$ cat src/sdis_pkg.sv
`timescale 1ns / 1ps
// ----------------------------------------------------------------------------
// sdis_pkg
// Request and result formats, command codes and status codes of the SD/MMC
// card identification sequencer.
// ----------------------------------------------------------------------------
package sdis_pkg;

    // request kinds
    localparam logic OP_START    = 1'b0;
    localparam logic OP_RESPONSE = 1'b1;

    // response status
    localparam logic [1:0] ST_OK      = 2'd0;
    localparam logic [1:0] ST_TIMEOUT = 2'd1;

    // final error codes
    localparam logic [1:0] ERR_NONE      = 2'd0;
    localparam logic [1:0] ERR_NO_CARD   = 2'd1;
    localparam logic [1:0] ERR_NO_RESP   = 2'd2;
    localparam logic [1:0] ERR_CARD_FAIL = 2'd3;

    // card types
    localparam logic [1:0] CARD_UNKNOWN = 2'd0;
    localparam logic [1:0] CARD_SDV1    = 2'd1;
    localparam logic [1:0] CARD_SDV2    = 2'd2;
    localparam logic [1:0] CARD_MMC     = 2'd3;

    // command indexes
    localparam logic [5:0] CMD_GO_IDLE       = 6'd0;
    localparam logic [5:0] CMD_SEND_OP_MMC   = 6'd1;
    localparam logic [5:0] CMD_ALL_SEND_CID  = 6'd2;
    localparam logic [5:0] CMD_SEND_RCA      = 6'd3;
    localparam logic [5:0] ACMD_SET_BUS      = 6'd6;
    localparam logic [5:0] CMD_SELECT        = 6'd7;
    localparam logic [5:0] CMD_SEND_IF_COND  = 6'd8;
    localparam logic [5:0] CMD_SEND_CSD      = 6'd9;
    localparam logic [5:0] ACMD_SD_SEND_OP   = 6'd41;
    localparam logic [5:0] CMD_APP_CMD       = 6'd55;

    // command arguments
    localparam logic [31:0] ARG_IF_COND   = 32'h0000_01AA;
    localparam logic [31:0] ARG_SD_OCR    = 32'h50FF_8000;
    localparam logic [31:0] ARG_MMC_OCR   = 32'h00FF_8000;
    localparam logic [31:0] ARG_MMC_RCA   = 32'h0001_0000;
    localparam logic [31:0] ARG_BUS_4BIT  = 32'h0000_0002;

    typedef struct packed {
        logic        op;
        logic        card_present;
        logic [1:0]  resp_status;
        logic [31:0] resp_word;
    } sdis_req_t;

    typedef struct packed {
        logic        send_cmd;
        logic [5:0]  cmd_index;
        logic        app_command;
        logic [31:0] cmd_arg;
        logic        reset_cmd_line;
        logic        slow_clock;
        logic        finished;
        logic [1:0]  error_code;
        logic [1:0]  card_type;
        logic        block_addressing;
        logic [15:0] card_rca;
        logic        wide_bus;
    } sdis_rsp_t;

    function automatic sdis_rsp_t make_cmd(input logic [5:0] idx, input logic app,
                                           input logic [31:0] arg, input logic rst,
                                           input logic slow);
        sdis_rsp_t r;
        r                = '0;
        r.send_cmd       = 1'b1;
        r.cmd_index      = idx;
        r.app_command    = app;
        r.cmd_arg        = arg;
        r.reset_cmd_line = rst;
        r.slow_clock     = slow;
        return r;
    endfunction

    function automatic sdis_rsp_t make_fail(input logic [1:0] err, input logic rst);
        sdis_rsp_t r;
        r                = '0;
        r.reset_cmd_line = rst;
        r.finished       = 1'b1;
        r.error_code     = err;
        return r;
    endfunction

endpackage

$ cat src/sdis_if.sv
`timescale 1ns / 1ps
// ----------------------------------------------------------------------------
// sdis_if
// Valid/ready channels for sequencer requests and results.
// ----------------------------------------------------------------------------
interface sdis_req_if import sdis_pkg::*; ();
    logic      valid;
    logic      ready;
    sdis_req_t data;

    modport source (output valid, output data, input ready);
    modport sink   (input valid, input data, output ready);
endinterface

interface sdis_rsp_if import sdis_pkg::*; ();
    logic      valid;
    logic      ready;
    sdis_rsp_t data;

    modport source (output valid, output data, input ready);
    modport sink   (input valid, input data, output ready);
endinterface

$ cat src/sd_card_init_sequencer.sv
`timescale 1ns / 1ps
// ----------------------------------------------------------------------------
// sd_card_init_sequencer
// A result is registered and valid on the cycle after its request is accepted.
// Throughput: one request per cycle; the single result register is refilled
// in the same cycle it is taken, so only a stalled result holds off requests.
// Reset: phase idle, card flags and RCA cleared, no result pending.
// Host-side SD/MMC identification: issues the next command per response.
// ----------------------------------------------------------------------------
module sd_card_init_sequencer
    import sdis_pkg::*;
(
    input  logic              clk,
    input  logic              rst_n,
    sdis_req_if.sink          req,
    sdis_rsp_if.source        rsp
);

    typedef enum logic [3:0] {
        PH_IDLE,
        PH_CMD0,
        PH_CMD8,
        PH_APP41,
        PH_ACMD41,
        PH_CMD1,
        PH_CMD2,
        PH_CMD3,
        PH_CMD9,
        PH_CMD7,
        PH_APP6,
        PH_ACMD6,
        PH_DONE
    } phase_t;

    phase_t      phase_reg, phase_next;
    logic        v2_reg, v2_next;
    logic        mmc_reg, mmc_next;
    logic        ccs_reg, ccs_next;
    logic [15:0] rca_reg, rca_next;
    logic        out_valid_reg;
    sdis_rsp_t   out_data_reg, out_data_next;
    logic        emit;

    logic        in_fire;
    logic        st_ok;
    logic [1:0]  err_code;
    logic        is_mmc;
    logic [1:0]  type_cur;
    logic        busy;
    sdis_rsp_t   ok_result;

    assign req.ready = !out_valid_reg || rsp.ready;
    assign in_fire   = req.valid && req.ready;
    assign rsp.valid = out_valid_reg;
    assign rsp.data  = out_data_reg;

    assign st_ok    = (req.data.resp_status == ST_OK);
    assign err_code = (req.data.resp_status == ST_TIMEOUT) ? ERR_NO_RESP : ERR_CARD_FAIL;
    assign is_mmc   = !v2_reg && mmc_reg;
    assign type_cur = v2_reg ? CARD_SDV2 : (mmc_reg ? CARD_MMC : CARD_SDV1);
    assign busy     = req.data.resp_word[31];

    always_comb
    begin
        ok_result                  = '0;
        ok_result.finished         = 1'b1;
        ok_result.error_code       = ERR_NONE;
        ok_result.card_type        = type_cur;
        ok_result.block_addressing = v2_reg && ccs_reg;
        ok_result.card_rca         = rca_reg;
    end

    always_comb
    begin
        phase_next    = phase_reg;
        v2_next       = v2_reg;
        mmc_next      = mmc_reg;
        ccs_next      = ccs_reg;
        rca_next      = rca_reg;
        out_data_next = '0;
        emit          = 1'b1;

        if (req.data.op == OP_START)
        begin
            // restart clears every flag
            v2_next  = 1'b0;
            mmc_next = 1'b0;
            ccs_next = 1'b0;
            rca_next = '0;
            if (!req.data.card_present)
            begin
                out_data_next = make_fail(ERR_NO_CARD, 1'b0);
                phase_next    = PH_DONE;
            end
            else
            begin
                out_data_next = make_cmd(CMD_GO_IDLE, 1'b0, '0, 1'b0, 1'b0);
                phase_next    = PH_CMD0;
            end
        end
        else
        begin
            case (phase_reg)
                PH_CMD0:
                begin
                    if (!st_ok)
                    begin
                        out_data_next = make_fail(err_code, 1'b0);
                        phase_next    = PH_DONE;
                    end
                    else
                    begin
                        out_data_next = make_cmd(CMD_SEND_IF_COND, 1'b0, ARG_IF_COND,
                                                 1'b0, 1'b0);
                        phase_next    = PH_CMD8;
                    end
                end
                PH_CMD8:
                begin
                    if (st_ok || req.data.resp_status == ST_TIMEOUT)
                    begin
                        // a timeout means a v1 card: reset the line and go on
                        v2_next       = st_ok;
                        out_data_next = make_cmd(CMD_APP_CMD, 1'b0, '0, !st_ok, 1'b0);
                        phase_next    = PH_APP41;
                    end
                    else
                    begin
                        out_data_next = make_fail(ERR_CARD_FAIL, 1'b0);
                        phase_next    = PH_DONE;
                    end
                end
                PH_APP41, PH_ACMD41:
                begin
                    if (!st_ok)
                    begin
                        // fall back to MMC at the slow clock
                        out_data_next = make_cmd(CMD_SEND_OP_MMC, 1'b0, ARG_MMC_OCR,
                                                 1'b1, 1'b1);
                        phase_next    = PH_CMD1;
                    end
                    else if (phase_reg == PH_APP41)
                    begin
                        out_data_next = make_cmd(ACMD_SD_SEND_OP, 1'b1, ARG_SD_OCR,
                                                 1'b0, 1'b0);
                        phase_next    = PH_ACMD41;
                    end
                    else if (busy)
                    begin
                        ccs_next      = req.data.resp_word[30];
                        out_data_next = make_cmd(CMD_ALL_SEND_CID, 1'b0, '0, 1'b0, 1'b0);
                        phase_next    = PH_CMD2;
                    end
                    else
                    begin
                        out_data_next = make_cmd(CMD_APP_CMD, 1'b0, '0, 1'b0, 1'b0);
                        phase_next    = PH_APP41;
                    end
                end
                PH_CMD1:
                begin
                    if (!st_ok)
                    begin
                        out_data_next = make_fail(ERR_NO_RESP, 1'b1);
                        phase_next    = PH_DONE;
                    end
                    else if (busy)
                    begin
                        mmc_next      = 1'b1;
                        out_data_next = make_cmd(CMD_ALL_SEND_CID, 1'b0, '0, 1'b0, 1'b0);
                        phase_next    = PH_CMD2;
                    end
                    else
                    begin
                        out_data_next = make_cmd(CMD_SEND_OP_MMC, 1'b0, ARG_MMC_OCR,
                                                 1'b0, 1'b0);
                    end
                end
                PH_CMD2:
                begin
                    out_data_next = make_cmd(CMD_SEND_RCA, 1'b0,
                                             is_mmc ? ARG_MMC_RCA : '0, !st_ok, 1'b0);
                    phase_next    = PH_CMD3;
                end
                PH_CMD3:
                begin
                    if (st_ok)
                    begin
                        rca_next = is_mmc ? 16'd1 : req.data.resp_word[31:16];
                    end
                    out_data_next = make_cmd(CMD_SEND_CSD, 1'b0, {rca_next, 16'h0000},
                                             !st_ok, 1'b0);
                    phase_next    = PH_CMD9;
                end
                PH_CMD9:
                begin
                    if (rca_reg == '0)
                    begin
                        // nothing to select: finish as is
                        out_data_next                = ok_result;
                        out_data_next.reset_cmd_line = !st_ok;
                        phase_next                   = PH_DONE;
                    end
                    else
                    begin
                        out_data_next = make_cmd(CMD_SELECT, 1'b0, {rca_reg, 16'h0000},
                                                 !st_ok, 1'b0);
                        phase_next    = PH_CMD7;
                    end
                end
                PH_CMD7:
                begin
                    if (!st_ok)
                    begin
                        out_data_next = make_fail(err_code, 1'b0);
                        phase_next    = PH_DONE;
                    end
                    else
                    begin
                        out_data_next = make_cmd(CMD_APP_CMD, 1'b0, {rca_reg, 16'h0000},
                                                 1'b0, 1'b0);
                        phase_next    = PH_APP6;
                    end
                end
                PH_APP6:
                begin
                    if (!st_ok)
                    begin
                        out_data_next = ok_result;
                        phase_next    = PH_DONE;
                    end
                    else
                    begin
                        out_data_next = make_cmd(ACMD_SET_BUS, 1'b1, ARG_BUS_4BIT,
                                                 1'b0, 1'b0);
                        phase_next    = PH_ACMD6;
                    end
                end
                PH_ACMD6:
                begin
                    out_data_next          = ok_result;
                    out_data_next.wide_bus = st_ok;
                    phase_next             = PH_DONE;
                end
                default:
                begin
                    // idle or finished: drop the response
                    emit = 1'b0;
                end
            endcase
        end
    end

    always_ff @(posedge clk or negedge rst_n)
    begin
        if (!rst_n)
        begin
            phase_reg     <= PH_IDLE;
            v2_reg        <= 1'b0;
            mmc_reg       <= 1'b0;
            ccs_reg       <= 1'b0;
            rca_reg       <= '0;
            out_valid_reg <= 1'b0;
            out_data_reg  <= '0;
        end
        else
        begin
            if (in_fire)
            begin
                phase_reg <= phase_next;
                v2_reg    <= v2_next;
                mmc_reg   <= mmc_next;
                ccs_reg   <= ccs_next;
                rca_reg   <= rca_next;
            end
            if (in_fire && emit)
            begin
                out_valid_reg <= 1'b1;
                out_data_reg  <= out_data_next;
            end
            else if (rsp.ready)
            begin
                out_valid_reg <= 1'b0;
            end
        end
    end

    a_cmd_xor_finish: assert property (@(posedge clk) disable iff (!rst_n)
        out_valid_reg |-> (out_data_reg.send_cmd != out_data_reg.finished))
        else $error("result must be either a command or a finish");

    a_no_card: assert property (@(posedge clk) disable iff (!rst_n)
        (in_fire && req.data.op == OP_START && !req.data.card_present) |=>
        (out_valid_reg && out_data_reg.finished && out_data_reg.error_code == ERR_NO_CARD))
        else $error("missing card did not finish with no-card status");

    a_block_addr_v2: assert property (@(posedge clk) disable iff (!rst_n)
        (out_valid_reg && out_data_reg.block_addressing) |->
        (out_data_reg.card_type == CARD_SDV2))
        else $error("block addressing reported on a card that is not SD v2");

    a_done_silent: assert property (@(posedge clk) disable iff (!rst_n)
        (in_fire && req.data.op == OP_RESPONSE &&
         (phase_reg == PH_DONE || phase_reg == PH_IDLE)) |=> (phase_reg == $past(phase_reg)))
        else $error("ignored response changed the phase");

    a_ready_when_empty: assert property (@(posedge clk) disable iff (!rst_n)
        !out_valid_reg |-> req.ready)
        else $error("request stalled with the result register empty");

endmodule

$ cat src/flat_wrapper.sv
// flat-port wrapper written by rule: the top's interface ports become plain ports
module sd_card_init_sequencer_flat import sdis_pkg::*;
  (clk, rst_n, req_valid, req_data, req_ready, rsp_valid, rsp_data, rsp_ready);
  sdis_req_if req_i ();
  sdis_rsp_if rsp_i ();
  input  logic clk;
  input  logic rst_n;
  input wire logic [$bits(req_i.valid)-1:0] req_valid;
  input wire logic [$bits(req_i.data)-1:0] req_data;
  output wire logic [$bits(req_i.ready)-1:0] req_ready;
  output wire logic [$bits(rsp_i.valid)-1:0] rsp_valid;
  output wire logic [$bits(rsp_i.data)-1:0] rsp_data;
  input wire logic [$bits(rsp_i.ready)-1:0] rsp_ready;
  assign req_i.valid = req_valid;
  assign req_i.data = req_data;
  assign req_ready = req_i.ready;
  assign rsp_valid = rsp_i.valid;
  assign rsp_data = rsp_i.data;
  assign rsp_i.ready = rsp_ready;
  sd_card_init_sequencer u_core (.clk(clk), .rst_n(rst_n), .req(req_i), .rsp(rsp_i));
endmodule
$ cat config.mk
export PLATFORM = sky130hd
export DESIGN_NAME = sd_card_init_sequencer_flat
export DESIGN_NICKNAME = d
export VERILOG_FILES = /design/src/sdis_pkg.sv /design/src/sdis_if.sv /design/src/sd_card_init_sequencer.sv /design/src/flat_wrapper.sv
export SDC_FILE = /design/constraint.sdc
export NUM_CORES = 1
export LEC_CHECK = 0
export ABC_AREA = 0
export BUFFER_PORTS_ARGS = -buffer_cell sky130_fd_sc_hd__buf_4
export CORE_ASPECT_RATIO = 1.75
export CORE_MARGIN = 1.5
export CORE_UTILIZATION = 35
export CTS_CLUSTER_DIAMETER = 30
export DETAILED_ROUTE_END_ITERATION = 8
export PLACE_DENSITY = 0.54
export SKIP_CTS_REPAIR_TIMING = 1
export SYNTH_ARGS = -nofsm -noshare
export SYNTH_HDL_FRONTEND = slang
export SYNTH_SLANG_ARGS = --single-unit
$ cat constraint.sdc
create_clock -name clk -period 2.2 [get_ports clk]
set_clock_uncertainty 0.1 [all_clocks]
set_input_delay 0.11 -clock clk [delete_from_list [all_inputs] [get_ports clk]]
set_output_delay 0.11 -clock clk [all_outputs]
set_load 0.05 [all_outputs]
Word level (Yosys, flattened, before mapping)
Index checks and enable logic that the tools add are counted.

storage, ports and cells
  register bits after elaboration = 89
  input bits = 40

operators by class
  eq/ne operators = 22
  muxes and demuxes = 50
  reductions and logical operators = 19

operators with widths
  kind                   number
  $mux W65               10
  $pmux W65 S10          1
  $mux W16               4
  $mux W64               1
  $mux W60               1
  $pmux W4 S10           1
  $mux W4                8
  $mux W1                17
  $mux W17               1
  $eq A4 B3 Y1 const B   4
  $eq A4 B4 Y1 const B   4
  $logic_not A16 Y1      1
  $mux W3                4
  $ne A2 B1 Y1 const B   6
  $ne A11 B1 Y1 const B  1
  $reduce_or A11 Y1      1
  $eq A4 B2 Y1 const B   2
  $reduce_and A3 Y1      2
  $reduce_and A5 Y1      1
  $eq A4 B1 Y1 const B   1
  $logic_and A1 B1 Y1    4
  $mux W2                2
  $ne A2 B2 Y1 const B   2
  $ne A4 B4 Y1 const B   1
  8 further kinds        11

Logic depth before layout (Yosys ltp)
Gate-level depths: netlist of the first run.

  word-level depth = 6
  depth in mapped cells = 9
  mapped depth without buffers = 5

Worst setup path after synthesis of the first run
OpenSTA, ideal clock, no wires.

  kind = reg-to-reg
  start = register u_core.out_valid_reg (netlist: u_core.rsp.valid)
  end = register u_core.rca_reg[7]
  library setup time = 66 ps
  arrival time = 2233 ps
  data required time = 2034 ps
  setup slack = -199 ps
  stages on the path, launching flop included = 7
  path buffers = 2
  period minus slack after synthesis = 2399 ps
  cell sequence = dfrtp_1 -> nand2b_1 -> and2_1 -> clkbuf_1 -> o21ai_1 -> clkbuf_1 -> a22o_1

between the ends
  longest elaborated chain between the ends = 4

RTL lines
  item                         RTL line                       text
  start, declared              sd_card_init_sequencer.sv:40   logic out_valid_reg;
  start signal, assigned       sd_card_init_sequencer.sv:263  out_valid_reg <= 1'b0;
  start signal, assigned       sd_card_init_sequencer.sv:278  out_valid_reg <= 1'b1;
  start signal, assigned       sd_card_init_sequencer.sv:283  out_valid_reg <= 1'b0;
  $logic_not A1 Y1             sd_card_init_sequencer.sv:52   assign req.ready = !out_valid_reg || rsp.ready;
  $logic_or A1 B1 Y1           sd_card_init_sequencer.sv:52
  net req_ready                flat_wrapper.sv:10             output wire logic [$bits(req_i.ready)-1:0] req_ready;
  $logic_and A1 B1 Y1          sd_card_init_sequencer.sv:53   assign in_fire = req.valid && req.ready;
  $reduce_and A2 Y1 (no line)  -
  end signal, assigned         sd_card_init_sequencer.sv:274  rca_reg <= rca_next;
  end, declared                sd_card_init_sequencer.sv:39   logic [15:0] rca_reg, rca_next;

The timed path passes the listed nets, and every way through them passes these cells.
A chain may end at the register's enable or synchronous reset.

Worst setup path in the final report of the first run
  start = register u_core.rca_reg[8]
  end = register u_core.phase_reg[2]

between the ends
  longest elaborated chain between the ends = 4

RTL lines
  item                  RTL line                       text
  $logic_not A16 Y1     sd_card_init_sequencer.sv:197  if (rca_reg == '0)
  $mux W3               sd_card_init_sequencer.sv:197
  $pmux W4 S10          sd_card_init_sequencer.sv:103  case (phase_reg)
  $mux W4               sd_card_init_sequencer.sv:83   if (req.data.op == OP_START)
  end signal, assigned  sd_card_init_sequencer.sv:270  phase_reg <= phase_next;
  end, declared         sd_card_init_sequencer.sv:35   phase_t phase_reg, phase_next;

No other way between the ends.

==> results by group, run 1 <==
Status
  – Status: complete, no violations

Clock network
  – CTS tree: built
  – Worst skew pair latency: 0.34 ns
  – Worst-path clk slew: 0.06 ns
  – Num CTS Buffers: 9
  – CTS H-Tree Depth: 3
  – CTS Sinks: 76
  – Root buffer cell: clkbuf_16
  – CTS Buffer Depth: 2

Worst setup path
  – Crit path capture type: flip-flop
  – Worst reg2reg path depth: 7
  – Critical R2R Capture: u_core.phase_reg[2]
  – Critical setup path kind: flip-flop to flip-flop
  – Worst Path Arrival: 2.27 ns
  – CP most frequent cell: buf_4
  – Crit path launch type: flip-flop
  – Cell family with most CP delay: simple AND/OR/NAND/NOR gates
  – Crit path required time: 2.35 ns
  – CP max stage cell: dfrtp_1
  – Critical Path, Cell by Cell: nor4_4 > buf_4 > and4_4 > buf_4 > a31oi_4 > and4bb_2 > o31ai_2
  – Critical path's largest stage delay: 0.41 ns
  – Worst r2r src: u_core.rca_reg[8]
  – Worst Path Max Fanout: 4
  – Buf+Inv Stages, Crit Path: 2
  – Reg2reg setup slack: 0.08 ns

Route
  – WL per Instance: between 20 and 25 um
  – TritonRoute pass-1 iters: 4
  – Final wirelength: 13300 um
  – Iter 0 DRT Violations: around 220
  – Vias per cell: 5.675
  – DR DRC count: 0
  – DRT antenna net count: 0
  – Via count: 3706

Synthesis
  – Yosys cell types: 55
  – Post-synthesis sequential area ratio: 48.53%
  – Yosys reg bits: 76
  – Syn Inst Count: 402
  – Top post-synthesis cells by area: dfrtp_1 49%, a22o_1 7.6%, nand2_1 5.7%
  – Most common cell in the netlist: dfrtp_1
  – Async set-or-reset flop fraction in the synthesized netlist: 100.0%
  – Leading area contributor after synthesis: dfrtp_1
  – Synth warn: 0
  – Area of the mapped netlist: 0.003919 mm^2
  – Post-synth EDFFs: 0
  – Post-synth top cells: 76 x dfrtp_1, 60 x nand2_1, 38 x o21ai_0
  – Main synth FF type: dfrtp_1
  – Top-area cell type share of the netlist area: between 40 and 50%
  – Avg Cell Area, Syn: approximately 9.7 um^2

Global routing
  – Largest net degree at the start of global routing: 39
  – Initial antenna violation count: 0
  – GRT Residual Overflow: 0
  – Vias in the first global route: 3699
  – Gr usage total: 22.90%
  – First-pass GRT wire length: 20730 um

Power
  – Max VDD drop: 649.4 uV
  – LEAKAGE: 0.002597 uW
  – Power density cells: 1155 mW/mm^2

STA
  – Unrepaired setup endpoints after global routing: false
  – Slew at the pin with the worst max-slew slack: about 0.61 ns
  – Final period utilization: a little over nine tenths
  – Endpoints failing setup: 0
  – Slew headroom: 59.33%
  – Final Hold Vio Count: 0
  – Fin. max-slew vios: 0
  – Min Hold Slack: 0.0005332 ns
  – Worst Setup Slack, final: between 0.08 and 0.09 ns
  – Crit path time final: 2.118 ns
  – Maximum clock rate: 0.4721 GHz

Cells and area
  – Register area: 0.001904 mm^2
  – Ant diodes: 0
  – Layout cell share with drive strength beyond 1: 32.63%
  – Area of the multi-input gates: 0.001826 mm^2
  – Flip-flop count of the largest register after layout: 52
  – Finished Cell Area: approximately 0.0053 mm^2
  – Layout area overhead: 36.49%
  – Layout Nets: ~560
  – Fillers: 1080

Hold path
  – Worst Hold Launch: req_data[26]
  – Hold worst-path end: u_core.rca_reg[10]
  – HP Class: input pin to flip-flop
  – Hold Crit Depth: 3

Die
  – Row count: 51
  – Die Y-Extent: 143.0 um
  – Ports: 107
  – Total core area: 0.01104 mm^2
  – Initial Utilization: 35.50%
  – Die X: roughly 83 um
  – Die area: approximately 0.012 mm^2

Placement
  – Gpl congestion: 0.8953
  – PortBufs: 80
  – Placement Cell Area: 0.004940 mm^2
  – Post-place setup slack: -0.08214 ns
  – Post-DP HPWL: between 9000 and 10000 um

Job
  – Maxcap violations: 0
layout make-up:
type	count	share of cell area, %
Multi-Input combinational cell	286	34.13
Clock inverter	6	2.082
Timing Repair Buffer	139	20.54
Inverter	4	0.2807
Sequential cell	76	35.60
Clock buffer	10	4.281
Tap cell	132	3.088
worst max path at each step:
stage | from | cells after the start | to
2_1_floorplan | u_core.rsp.valid | 6 | u_core.rca_reg[7]
3_3_place_gp | u_core.rca_reg[8] | 7 | u_core.phase_reg[2]
3_5_place_dp | u_core.rca_reg[8] | 7 | u_core.phase_reg[2]
4_1_cts | u_core.rca_reg[8] | 7 | u_core.phase_reg[2]
5_1_grt | u_core.phase_reg[0] | 5 | u_core.rsp.data[18]
6_report | u_core.rca_reg[8] | 7 | u_core.phase_reg[2]
metal layers:
layer | wire length [um] | vias up | global-route usage [%]
met5 | 0 | - | 0
li1 | - | 1715 | -
met1 | 5135 | 1869 | 25.96
met4 | 496 | 0 | 12.02
met2 | 7218 | 98 | 41.38
met3 | 445 | 24 | 3.353
worst reg2reg max path: stages, from the launching register on:
cell and delay [ns]:
dfrtp_1 0.41, nor4_4 0.35, buf_4 0.16, and4_4 0.26
buf_4 0.13, a31oi_4 0.15, and4bb_2 0.27, o31ai_2 0.20
metrics by stage:
step           std cells  utilization, %  TNS, ns  total power [uW]
2_1_floorplan        411               -        0              3435
6_report             653           48.45        0              6178
5_1_grt              653           48.45        0              6482
3_3_place_gp         635           44.75  -0.4124              4449
3_5_place_dp         635           44.75   -1.390              4461
4_1_cts              651           47.83   -1.832              6177
cells by family (layout without fill, tap and decap cells):
logic type             Yosys count  after routing  share of synthesized area (%)
flip-flops                      76             76                          48.53
AND/OR/NAND/NOR                124            124                          15.77
buffers and inverters           49            159                          7.024
other                            1             10                        0.09569
AO/OA/AOI/OAI                  152            152                          28.58
power by group:
part | switching [uW] | internal (uW) | total (uW) | leakage [uW]
combinational | 1720 | 951 | 2670 | 0.00140
clock | 595 | 1110 | 1710 | 0.000163
sequential | 200 | 1600 | 1800 | 0.00104
layout by cell type, fill, tap and decap left out, drive strengths merged, types with 3 or more instances in the layout:
master,Yosys,routed
buf,30,137
dfrtp,76,76
nand2,60,60
o21ai,43,43
a22o,34,34
nor2,14,14
conb,1,10
clkbuf,15,10
a21oi,9,9
a221o,8,8
a221oi,8,8
nor3,7,7
and3,7,7
nand2b,7,7
o31ai,7,7
a22oi,6,6
a31oi,6,6
nand3,5,5
nor2b,5,5
a21o,4,4
a32oi,4,4
a21boi,4,4
nor4,4,4
inv,3,4
and2,3,3
o21a,3,3
or3,3,3
a211oi,3,3
a32o,3,3
bufinv,0,3
Note: power is estimated with default switching activity, not from simulation.
==> run 2: changes to the inputs <==
==> constraint.sdc (replaced) <==
create_clock -name clk -period 2.2 [get_ports clk]
set_clock_uncertainty 0.1 [all_clocks]
set_input_delay 0.33 -clock clk [delete_from_list [all_inputs] [get_ports clk]]
set_output_delay 0.33 -clock clk [all_outputs]
set_load 0.05 [all_outputs]
==> run 2 against run 1 <==
  * Core utilization down 0.057 points
  * Wire length grew 0.67%
  * Final area fell by 0.12%
  * Non-clock buffer count grew 7
  * Fmax shrank 0.34%
  * Combinational power is essentially flat
  * Flip-flop and latch count unchanged
  * Cell count rose by 1.1%
  * Count of clock-buffer cells in the layout up 1
  * Critical endpoint is now u_core.rsp.data[41]
  * First-iteration DRC count down 26%
  * Register-to-register slack barely moved
==> results by group, run 2 (synthesis gave the netlist of run 1 again) <==
STA
  – Endpoints failing setup: 0 (unchanged)
  – Maximum clock rate: 0.4705 GHz (was 0.4721 GHz)
  – Final period utilization: 96.61% (was 96.28%)
  – Slew at the pin with the worst max-slew slack: 0.5961 ns (was 0.6094 ns)
  – Final Hold Vio Count: 0 (unchanged)
  – Fin. max-slew vios: 0 (unchanged)
  – Slew headroom: 59.84% (was 59.33%)
  – Crit path time final: 2.125 ns (was 2.118 ns)
  – Setup TNS: 0 ns (unchanged)
  – Worst Setup Slack, final: 0.07464 ns (was 0.08177 ns)

Placement
  – Post-place setup slack: -0.3850 ns (was -0.08214 ns)
  – PortBufs: 80 (unchanged)
  – Post-DP HPWL: 10110 um (was 9902 um)
  – Gpl congestion: 0.8981 (was 0.8953)

Hold path
  – Hold worst-path end: u_core.rsp.valid (was u_core.rca_reg[10])
  – Worst Hold Launch: rsp_ready (was req_data[26])
  – Hold Crit Depth: 3 (unchanged)
  – HP Class: input pin to flip-flop (unchanged)

Worst setup path
  – Critical R2R Capture: u_core.rsp.data[41] (was u_core.phase_reg[2])
  – Crit path launch type: flip-flop (unchanged)
  – Crit path required time: 2.30 ns (was 2.35 ns)
  – Crit path capture type: flip-flop (unchanged)
  – Worst Path Max Fanout: 17 (was 4)
  – Reg2reg setup slack: 0.07 ns (was 0.08 ns)
  – Worst r2r src: u_core.rca_reg[6] (was u_core.rca_reg[8])
  – Critical setup path kind: flip-flop to flip-flop (unchanged)
  – Worst reg2reg path depth: 7 (unchanged)
  – Worst Path Arrival: 2.22 ns (was 2.27 ns)

Clock network
  – Worst skew pair latency: 0.33 ns (was 0.34 ns)
  – CTS H-Tree Depth: 3 (unchanged)
  – CTS Buffer Depth: 2 (unchanged)
  – Num CTS Buffers: 9 (unchanged)
  – CTS Sinks: 76 (unchanged)
  – CTS tree: built (unchanged)
  – Worst-path clk slew: 0.07 ns (was 0.06 ns)
  – Root buffer cell: clkbuf_16 (unchanged)

Route
  – Final wirelength: 13390 um (was 13300 um)
  – Iter 0 DRT Violations: 163 (was 221)
  – Vias per cell: 5.633 (was 5.675)
  – WL per Instance: 20.28 um (was 20.36 um)
  – DR DRC count: 0 (unchanged)
  – TritonRoute pass-1 iters: 5 (was 4)
  – Via count: 3718 (was 3706)
  – DRT antenna net count: 0 (unchanged)

Job
  – Maxcap violations: 0 (unchanged)

Power
  – LEAKAGE: 0.002606 uW (was 0.002597 uW)
  – Power density cells: 1098 mW/mm^2 (was 1155 mW/mm^2)
  – Max VDD drop: 511.9 uV (was 649.4 uV)
  – Total Power: 5868 uW (was 6178 uW)

Cells and area
  – Area of the multi-input gates: 0.001837 mm^2 (was 0.001826 mm^2)
  – Commonest non-fill, non-tap cell in the layout: buf_4 (unchanged)
  – Fillers: 1115 (was 1080)
  – Final core utilization: 48.40% (was 48.45%)
  – Commonest cells after routing, fill and taps aside: 140 x buf_4, 75 x dfrtp_1, 60 x nand2_1, 37 x o21ai_0, 34 x a22o_1 (was 133 x buf_4, 74 x dfrtp_1, 60 x nand2_1, 37 x o21ai_0, 34 x a22o_1)
  – Ant diodes: 0 (unchanged)
  – Register area: 0.001903 mm^2 (was 0.001904 mm^2)
  – Layout Nets: 563 (was 556)
  – Layout cell share with drive strength beyond 1: 33.90% (was 32.63%)
  – Layout area overhead: 36.33% (was 36.49%)
  – Flip-flop count of the largest register after layout: 52 (unchanged)

Die
  – Die X: 82.99 um (unchanged)
  – Die area: 0.01186 mm^2 (unchanged)
  – Ports: 107 (unchanged)
  – Initial Utilization: 35.50% (unchanged)
  – Row count: 51 (unchanged)
  – Total core area: 0.01104 mm^2 (unchanged)
  – Die Y-Extent: 143.0 um (unchanged)

Status
  – Status: complete, no violations (unchanged)

Global routing
  – First-pass GRT wire length: 20690 um (was 20730 um)
  – Gr usage total: 22.80% (was 22.90%)
  – Initial antenna violation count: 0 (unchanged)
  – GRT Residual Overflow: 0 (unchanged)
  – Vias in the first global route: 3717 (was 3699)
  – Largest net degree at the start of global routing: 36 (was 39)
## run 2: cell count changes in the layout (fill, tap and decap cells not counted), sizes merged
cell,delta
buf,+8
bufinv,-3
clkbuf,+1
clkinvlp,+2
dlygate4sd3,-1
## run 2: worst max path at each step
stage                                  from             endpoint  slack, ns  cells after the start
after global placement    u_core.rca_reg[3]  u_core.rsp.data[59]      -0.42                      7
after floorplan            u_core.rsp.valid    u_core.rca_reg[7]       0.13                      6
after global routing      u_core.rca_reg[6]  u_core.rsp.data[41]      -0.01                      7
final                     u_core.rca_reg[6]  u_core.rsp.data[41]       0.07                      7
after CTS                 u_core.rca_reg[4]  u_core.rsp.data[59]      -0.40                      7
after detailed placement  u_core.rca_reg[3]  u_core.rsp.data[59]      -0.39                      7
## run 2: power breakdown
group / leakage, uW / internal (uW) / switching (uW)
clock network: 0.000128 / 797 / 604
logic: 0.00144 / 949 / 1750
registers: 0.00104 / 1600 / 166
total: 0.00261 / 3350 / 2520
## run 2: stage by stage
stage / instance area [um^2] / cells / hold WS, ns
2_1_floorplan: 3956 / 411 / -0.06559
3_3_place_gp: 4960 / 641 / 0.2337
3_5_place_dp: 4960 / 641 / 0.2345
4_1_cts: 5239 / 657 / -0.1267
5_1_grt: 5343 / 660 / 0.2147
6_report: 5343 / 660 / 0.1926
## run 2: area by class of cell
type | instances | share of cell area, %
flip-flops and latches | 76 | 35.62
multi-input cells | 286 | 34.38
repair buffers | 146 | 21.41
clock buffers | 11 | 4.543
well taps | 132 | 3.091
clock inverters | 5 | 0.6792
inverters | 4 | 0.2810
## run 2: layer usage
metal	up-vias	track usage (%)	part of all wire, %
met5	-	0	0
met4	0	13.42	4.9
met3	30	3.642	4.3
met2	118	41.04	53
met1	1843	25.17	38
li1	1727	-	-
## run 2: critical path, cell delays in order, from the launching register on
cell and delay (ns):
dfrtp_1 0.41, nor4_4 0.32, buf_4 0.15, and4_4 0.26, o21ai_2 0.08, buf_12 0.16, a211oi_1 0.36, o21ai_0 0.14
